===== config.mk =====
export PLATFORM = sky130hd
export DESIGN_NAME = kvh_front
export DESIGN_NICKNAME = d
export VERILOG_FILES = /design/src/rtl/core/kvh_pkg.sv /design/src/rtl/core/kvh_front.sv
export SDC_FILE = /design/constraint.sdc
export NUM_CORES = 1
export LEC_CHECK = 0
export BUFFER_PORTS_ARGS = -buffer_cell sky130_fd_sc_hd__buf_2
export CELL_PAD_IN_SITES_DETAIL_PLACEMENT = 1
export CELL_PAD_IN_SITES_GLOBAL_PLACEMENT = 1
export CORE_ASPECT_RATIO = 1.4
export CORE_MARGIN = 1.5
export CORE_UTILIZATION = 45
export CTS_CLUSTER_DIAMETER = 40
export DETAILED_ROUTE_END_ITERATION = 10
export PLACE_DENSITY = 0.9
export SLEW_MARGIN = 20
export SYNTH_ARGS = -nofsm -noshare
export SYNTH_HDL_FRONTEND = slang
export SYNTH_SLANG_ARGS = --single-unit

===== constraint.sdc =====
create_clock -name clk -period 8.65 [get_ports clk]
set_input_delay 1.73 -clock clk [delete_from_list [all_inputs] [get_ports clk]]
set_output_delay 1.73 -clock clk [all_outputs]
set_load 0.005 [all_outputs]

===== src/rtl/core/kvh_pkg.sv =====
// Shared types and constants for the key-value hash table.
// Used by the front end, the back end, the top level and the checker.
package kvh_pkg;

  localparam int CAPACITY    = 256;
  localparam int IDX_W       = $clog2(CAPACITY);
  localparam int CNT_W       = $clog2(CAPACITY + 1);
  localparam int QUEUE_DEPTH = 2;
  localparam int QPTR_W      = $clog2(QUEUE_DEPTH);
  localparam int QCNT_W      = $clog2(QUEUE_DEPTH + 1);

  localparam logic [CNT_W-1:0] CAP_CNT = CNT_W'(CAPACITY);

  localparam logic [1:0] ACT_PUT    = 2'd0;
  localparam logic [1:0] ACT_GET    = 2'd1;
  localparam logic [1:0] ACT_REMOVE = 2'd2;

  localparam logic [1:0] ST_OK        = 2'd0;
  localparam logic [1:0] ST_NOT_FOUND = 2'd1;
  localparam logic [1:0] ST_FULL      = 2'd2;

  typedef struct packed {
    logic [1:0]  action;
    logic [63:0] key;
    logic [63:0] value;
  } in_t;

  typedef struct packed {
    logic [1:0]       status;
    logic             found;
    logic [63:0]      value_out;
    logic [CNT_W-1:0] entry_count;
    logic             is_empty;
  } out_t;

  // An accepted item after decoding of its action.
  typedef struct packed {
    logic        is_put;
    logic        is_get;
    logic        is_rem;
    logic [63:0] key;
    logic [63:0] value;
  } job_t;

endpackage


===== src/rtl/core/kvh_front.sv =====
// Front end of the key-value hash table: accepts items, decodes the action
// and holds them in a short queue for the back end. Depends on kvh_pkg.
module kvh_front (
  input  logic          clk,
  input  logic          rst,
  input  logic          start,
  output logic          busy,
  input  kvh_pkg::in_t  cmd,
  output logic          q_valid,
  output kvh_pkg::job_t q_data,
  input  logic          pop
);

  kvh_pkg::job_t                 queue [kvh_pkg::QUEUE_DEPTH];
  logic [kvh_pkg::QPTR_W-1:0]    wr_ptr;
  logic [kvh_pkg::QPTR_W-1:0]    rd_ptr;
  logic [kvh_pkg::QCNT_W-1:0]    fill;
  kvh_pkg::job_t                 job_in;
  logic                          push;
  logic                          take;

  // Decode the action into one flag per operation; the unused code sets none.
  always_comb begin
    job_in.is_put = (cmd.action == kvh_pkg::ACT_PUT);
    job_in.is_get = (cmd.action == kvh_pkg::ACT_GET);
    job_in.is_rem = (cmd.action == kvh_pkg::ACT_REMOVE);
    job_in.key    = cmd.key;
    job_in.value  = cmd.value;
  end

  assign busy    = (fill == kvh_pkg::QCNT_W'(kvh_pkg::QUEUE_DEPTH));
  assign push    = start && !busy;
  assign q_valid = (fill != '0);
  assign take    = pop && q_valid;
  assign q_data  = queue[rd_ptr];

  // Queue storage carries no reset.
  always_ff @(posedge clk) begin
    if (push) begin
      queue[wr_ptr] <= job_in;
    end
  end

  // Pointers and fill level.
  always_ff @(posedge clk) begin
    if (rst) begin
      wr_ptr <= '0;
      rd_ptr <= '0;
      fill   <= '0;
    end else begin
      if (push) begin
        wr_ptr <= wr_ptr + 1'b1;
      end
      if (take) begin
        rd_ptr <= rd_ptr + 1'b1;
      end
      if (push && !take) begin
        fill <= fill + 1'b1;
      end else if (take && !push) begin
        fill <= fill - 1'b1;
      end
    end
  end

endmodule


==> impl_metrics.csv, run 1 <==
group,metric,value,unit
sta,hold_viol,0,
worst_setup_path,crit_arrival,2.37,ns
sta,setup_violations,0,
floorplan,dieWidth,129,um
grt,grt_max_degree,72,
clocking,insertion_delay,0.52,ns
clocking,cts_num_sinks,267,
placement,pre_cts_ws,4.53,ns
pwr,p_sw_share,25.5,%
floorplan,rows,64,
pwr,powerDensity,290,nW/um^2
yosys,ys_ff_latch,267,
worst_hold_path,hold_class,"flip-flop to flip-flop",
sta,fin_skew,0.0161,ns
floorplan,die_h,180,um
routing,drc,0,
routing,vias,5003,
yosys,netlist_instances,436,
clocking,cts_made_buffers,27,
clocking,post_cts.repair.setup_buffers,0,
clocking,tritoncts,"done",
worst_setup_path,critical_path_class,"flip-flop to output port",
worst_setup_path,cp_max_fo,61,
clocking,clkSlewWorstSetupHoldPaths,0.06,ns
pwr,power_frac_comb,24.5,%
yosys,synth_area,10100,sq um
worst_setup_path,crit_required,6.92,ns
clocking,ctsHoldBuffers,0,
yosys,yosys_warnings,0,
floorplan,fp.dieArea,23300,sq um
clocking,root_buffer,"clkbuf_16",
yosys,synth_cell_types,18,
grt,antenna_found_initial,5,
pwr,switchingPower,0.928,mW
pwr,p_leak,4.83,nW
clocking,cts.path.max_buffers,3,
routing,drtAntennaViolNets,0,
worst_setup_path,end_kind,"output port",
sta,tightest_slew,1.01,ns
clocking,ctsResizeCount,0,
worst_setup_path,setup.worst_path.start_class,"flip-flop",
sta,rsz0062_at_grt,"no",
yosys,avgSynthCellArea,23.1,sq um
sta,fin_crit,4.10,ns
sta,min_period_over_period,47.4,%
pwr,p_int,2.70,mW
routing,first_iter_violations,238,
routing,routed_via_density,4.80,
placement,hpwl,14.4,mm
sta,finalSetupTns,0,ns
placement,io_buffers,266,
routing,firstDrtPassIters,5,
grt,grt_pass1_vias,5625,
sta,slew_headroom,32.7,%
grt,grt_pass1_wl,31.2,mm
layout,mostFrequentLayoutCells,"buf_2 (266), edfxtp_1 (262), mux2_4 (90)",
grt,overflow,0,
yosys,syn-num-nets,571,
sta,slew_viol_final,0,
pwr,ir_drop,0.258,mV
routing,wl_per_cell,20.1,um
sta,max_freq,244,MHz
sta,setup_slack,4.55,ns
layout,fillers,2065,
routing,routed_wl,21.0,mm
outcome,status,"complete, no violations",
layout,syn2layout_area_growth,24.2,%
grt,grt.total_usage,17.8,%
clocking,htreeDepth,1,
floorplan,core,21900,sq um
job,maxCapViolCount,0,
floorplan,ioPinCount,267,
pwr,seqPwrFrac,46.4,%
layout,drive_gt1_share,60.0,%
pwr,power_frac_clock,29.1,%
floorplan,start_util,45.9,%
placement,globalplace.congestion,0.761,
layout,fin_nets,856,
layout,final_common_cell,"buf_2",
yosys,yosysSeqAreaShare,79.2,%
-- synthesized netlist by cell type, drive strengths merged --
cell / instances / area, sq um
buf: 15 / 148
dfxtp: 5 / 100
or3: 2 / 12.5
edfxtp: 262 / 7870
and2: 1 / 6.26
inv: 2 / 7.51
nor2b: 3 / 21.3
o21ai: 3 / 15.0
nor2: 5 / 18.8
mux2: 131 / 1810
a21oi: 2 / 10.0
ha: 1 / 12.5
xor2: 3 / 26.3
or2: 1 / 6.26
-- power by group through the flow --
stage,Clock (mW),Combinational [mW],Sequential [mW]
5_1_grt,1.12,0.958,1.70
4_1_cts,1.08,0.903,1.69
3_3_place_gp,0,0.874,1.69
6_report,1.06,0.889,1.69
3_5_place_dp,0,0.898,1.71
2_1_floorplan,0,0.587,1.70
-- kinds of logic after synthesis --
logic type | count (synthesis) | synth area share, %
fa+ha+maj | 1 | 0.124
buf+inv | 17 | 1.54
compound gates | 5 | 0.249
xor+xnor | 3 | 0.261
simple gates | 12 | 0.647
mux | 131 | 18.0
flops | 267 | 79.2
-- area by class of cell --
class,instances,area [sq um],area share (%)
clock inverter,15,104,0.831
antenna,5,12.5,0.100
sequential,267,7970,63.8
clock buffer,33,698,5.58
multi-input combinational,152,1940,15.6
timing repair buffer,271,1390,11.1
inverter,2,12.5,0.100
tap,297,372,2.97
-- registers in the layout (all words and copies together), names as in the netlist, named ones only --
signal  cells
fill        2
queue     262
rd_ptr      1
wr_ptr      1
-- stage by stage --
step	util, %	hold WS (ns)	instances	area, sq um	total power, mW
floorplan	-	0.452	436	10100	2.29
global placement	53.1	0.487	988	11700	2.57
global route	57.0	0.572	1042	12500	3.78
CTS	56.8	0.516	1036	12500	3.67
finish	57.0	0.517	1042	12500	3.63
detailed placement	53.1	0.500	988	11700	2.61
-- per-layer routing --
metal	global-route usage, %	part of all wire (%)
met3	4.14	6.3
met4	7.46	3.5
met2	33.6	56
met5	0	0
met1	18.3	35
-- critical path, cell delays in order, from the launching register on --
cell and delay, ns:
dfxtp_4 0.46, buf_4 0.75, mux2_2 0.42, buf_2 0.14
-- worst paths after layout --
path | start | end | slack, ns | cells past startpoint
worst min register to register | rd_ptr$_SDFFE_PP0P_ | flip-flop | 0.52 | 2
worst max register to register | fill[0]$_SDFFE_PP0P_ | queue[1][67]$_DFFE_PP_ | 5.90 | 4
worst min-delay path | rd_ptr$_SDFFE_PP0P_ | flip-flop | 0.52 | 2
worst max-delay path | flip-flop | q_data[129] | 4.55 | 3
(Power assumes the default switching activity.)
==> inputs of run 2 (changes only) <==
--- a/config.mk
+++ b/config.mk
@@ -10,10 +10,10 @@
 export CELL_PAD_IN_SITES_GLOBAL_PLACEMENT = 1
 export CORE_ASPECT_RATIO = 1.4
 export CORE_MARGIN = 1.5
-export CORE_UTILIZATION = 45
+export CORE_UTILIZATION = 40
 export CTS_CLUSTER_DIAMETER = 40
 export DETAILED_ROUTE_END_ITERATION = 10
-export PLACE_DENSITY = 0.9
+export PLACE_DENSITY = 0.85
 export SLEW_MARGIN = 20
 export SYNTH_ARGS = -nofsm -noshare
 export SYNTH_HDL_FRONTEND = slang
==> constraint.sdc (replaced) <==
create_clock -name clk -period 3.31 [get_ports clk]
set_input_delay 0.662 -clock clk [delete_from_list [all_inputs] [get_ports clk]]
set_output_delay 0.662 -clock clk [all_outputs]
set_load 0.005 [all_outputs]
==> impl_metrics.csv, run 2 (synthesis gave the netlist of run 1 again) <==
group,metric,value,unit
worst_setup_path,path_cells,"buf_12, mux2_2, buf_2",
clocking,ctsHoldBuffers,0,
floorplan,ioPinCount,267,
grt,overflow,0,
clocking,htreeDepth,1,
floorplan,rows,68,
job,maxCapViolCount,0,
sta,hold_viol,0,
grt,grt.total_usage,16.1,%
pwr,fin_total_pwr,9.82,mW
worst_setup_path,endpoint,"q_data[1]",
clocking,root_buffer,"clkbuf_16",
layout,final_common_cell,"buf_2",
routing,first_iter_violations,181,
placement,globalplace.congestion,0.759,
sta,slew_viol_final,0,
clocking,cts_num_sinks,267,
layout,largest_reg_flops,262,
routing,routed_wl,21.5,mm
placement,io_buffers,266,
layout,syn2layout_area_growth,26.3,%
worst_setup_path,setup.worst_path.start_class,"flip-flop",
placement,hpwl,14.6,mm
clocking,ctsResizeCount,0,
routing,firstDrtPassIters,4,
routing,routed_via_density,4.71,
sta,min_period_over_period,85.4,%
clocking,tritoncts,"done",
routing,drtAntennaViolNets,0,
layout,mostFrequentLayoutCells,"buf_2 (266), edfxtp_1 (262), mux2_4 (90)",
worst_setup_path,end_kind,"output port",
layout,fillers,2334,
worst_setup_path,crit_arrival,2.16,ns
floorplan,start_util,40.8,%
routing,vias,5021,
clocking,insertion_delay,0.54,ns
pwr,p_leak,4.89,nW
worst_setup_path,critical_path_class,"flip-flop to output port",
sta,rsz0062_at_grt,"no",
pwr,powerDensity,772,nW/um^2
clocking,clkSlewWorstSetupHoldPaths,0.06,ns
worst_setup_path,crit_required,2.65,ns
layout,top_register,"queue",
grt,grt_pass1_vias,5640,
grt,antenna_found_initial,8,
grt,grt_max_degree,74,
clocking,cts_made_buffers,28,
floorplan,fp.dieArea,26100,sq um
grt,grt_pass1_wl,31.4,mm
routing,wl_per_cell,20.2,um
worst_setup_path,critPathMaxStageDelay,0.65,ns
sta,max_freq,354,MHz
layout,drive_gt1_share,60.8,%
floorplan,core,24700,sq um
worst_setup_path,reg2reg_depth,4,
routing,drc,0,
layout,fin_nets,859,
worst_hold_path,hold_class,"primary input to flip-flop",
sta,tightest_slew,0.490,ns
worst_setup_path,worst-r2r-setup-slack,1.38,ns
floorplan,dieWidth,137,um
sta,fin_skew,0.0226,ns
clocking,post_cts.repair.setup_buffers,0,
sta,fin_crit,2.83,ns
worst_setup_path,r2r_start,"fill[0]$_SDFFE_PP0P_",
worst_setup_path,cp_max_fo,58,
outcome,status,"complete, no violations",
worst_setup_path,crit_slowest_cell,"dfxtp_4",
sta,finalSetupTns,0,ns
sta,hold_ws,0.308,ns
floorplan,die_h,191,um
worst_setup_path,timing.rr.end,"queue[1][28]$_DFFE_PP_",
pwr,ir_drop,0.461,mV
layout,biggestRegsByFlops,"queue x262, fill x2",
clocking,cts.path.max_buffers,3,
sta,slew_headroom,67.4,%
sta,setup_violations,0,
## run 2: changes by cell type in the layout (fill, tap and decap cells not counted), sizes merged
cell	previous run	this run
buf	271	273
bufinv	1	2
clkinvlp	1	4
clkbuf	33	31
clkinv	11	12
diode	5	7
## run 2: how the worst min path moves through the flow
| stage | from | slack [ns] | to | depth (start not counted) |
|---|---|---|---|---|
| global route | cmd[42] | 0.29 | queue[1][42]$_DFFE_PP_ | 1 |
| global placement | wr_ptr$_SDFFE_PP0N_ | 0.47 | wr_ptr$_SDFFE_PP0N_ | 2 |
| detailed placement | wr_ptr$_SDFFE_PP0N_ | 0.49 | wr_ptr$_SDFFE_PP0N_ | 2 |
| floorplan | wr_ptr$_SDFFE_PP0N_ | 0.45 | wr_ptr$_SDFFE_PP0N_ | 2 |
| CTS | cmd[11] | 0.28 | queue[0][11]$_DFFE_PP_ | 1 |
| finish | cmd[97] | 0.31 | queue[0][97]$_DFFE_PP_ | 1 |
## run 2: where the power goes
group / total, mW / leakage (nW) / internal, mW / switching, mW
sequential: 4.44 / 2.49 / 4.25 / 0.185
combinational: 2.32 / 1.96 / 1.26 / 1.06
clock: 3.07 / 0.440 / 1.77 / 1.30
## run 2: per-layer routing
metal,wire (um),global-route usage [%]
met4,656,6.68
met5,15,0
met3,1650,4.52
met1,7480,17.0
met2,11700,29.6
## run 2: critical path: cells and delay by family, from the launching register on
family   cells  cell delay [ns]
buf+inv      2             0.49
flops        1             0.65
mux          1             0.40
## run 2: through the flow
step	utilization (%)	area, sq um	cells	setup slack, ns
after detailed placement	47.7	11800	1009	1.02
after CTS	51.5	12700	1060	0.433
final	51.5	12700	1067	0.485
after floorplan	-	10100	436	0.110
after global placement	47.7	11800	1009	1.06
after global routing	51.5	12700	1065	0.377
## run 2: cell type report
type	instances	area, sq um	area share [%]
Antenna cell	7	17.5	0.138
Tap cell	315	394	3.10
Clock buffer	31	733	5.77
Sequential cell	267	7970	62.7
Inverter	2	11.3	0.0886
Multi-Input combinational cell	152	1940	15.3
Clock inverter	20	184	1.45
Timing Repair Buffer	273	1460	11.5
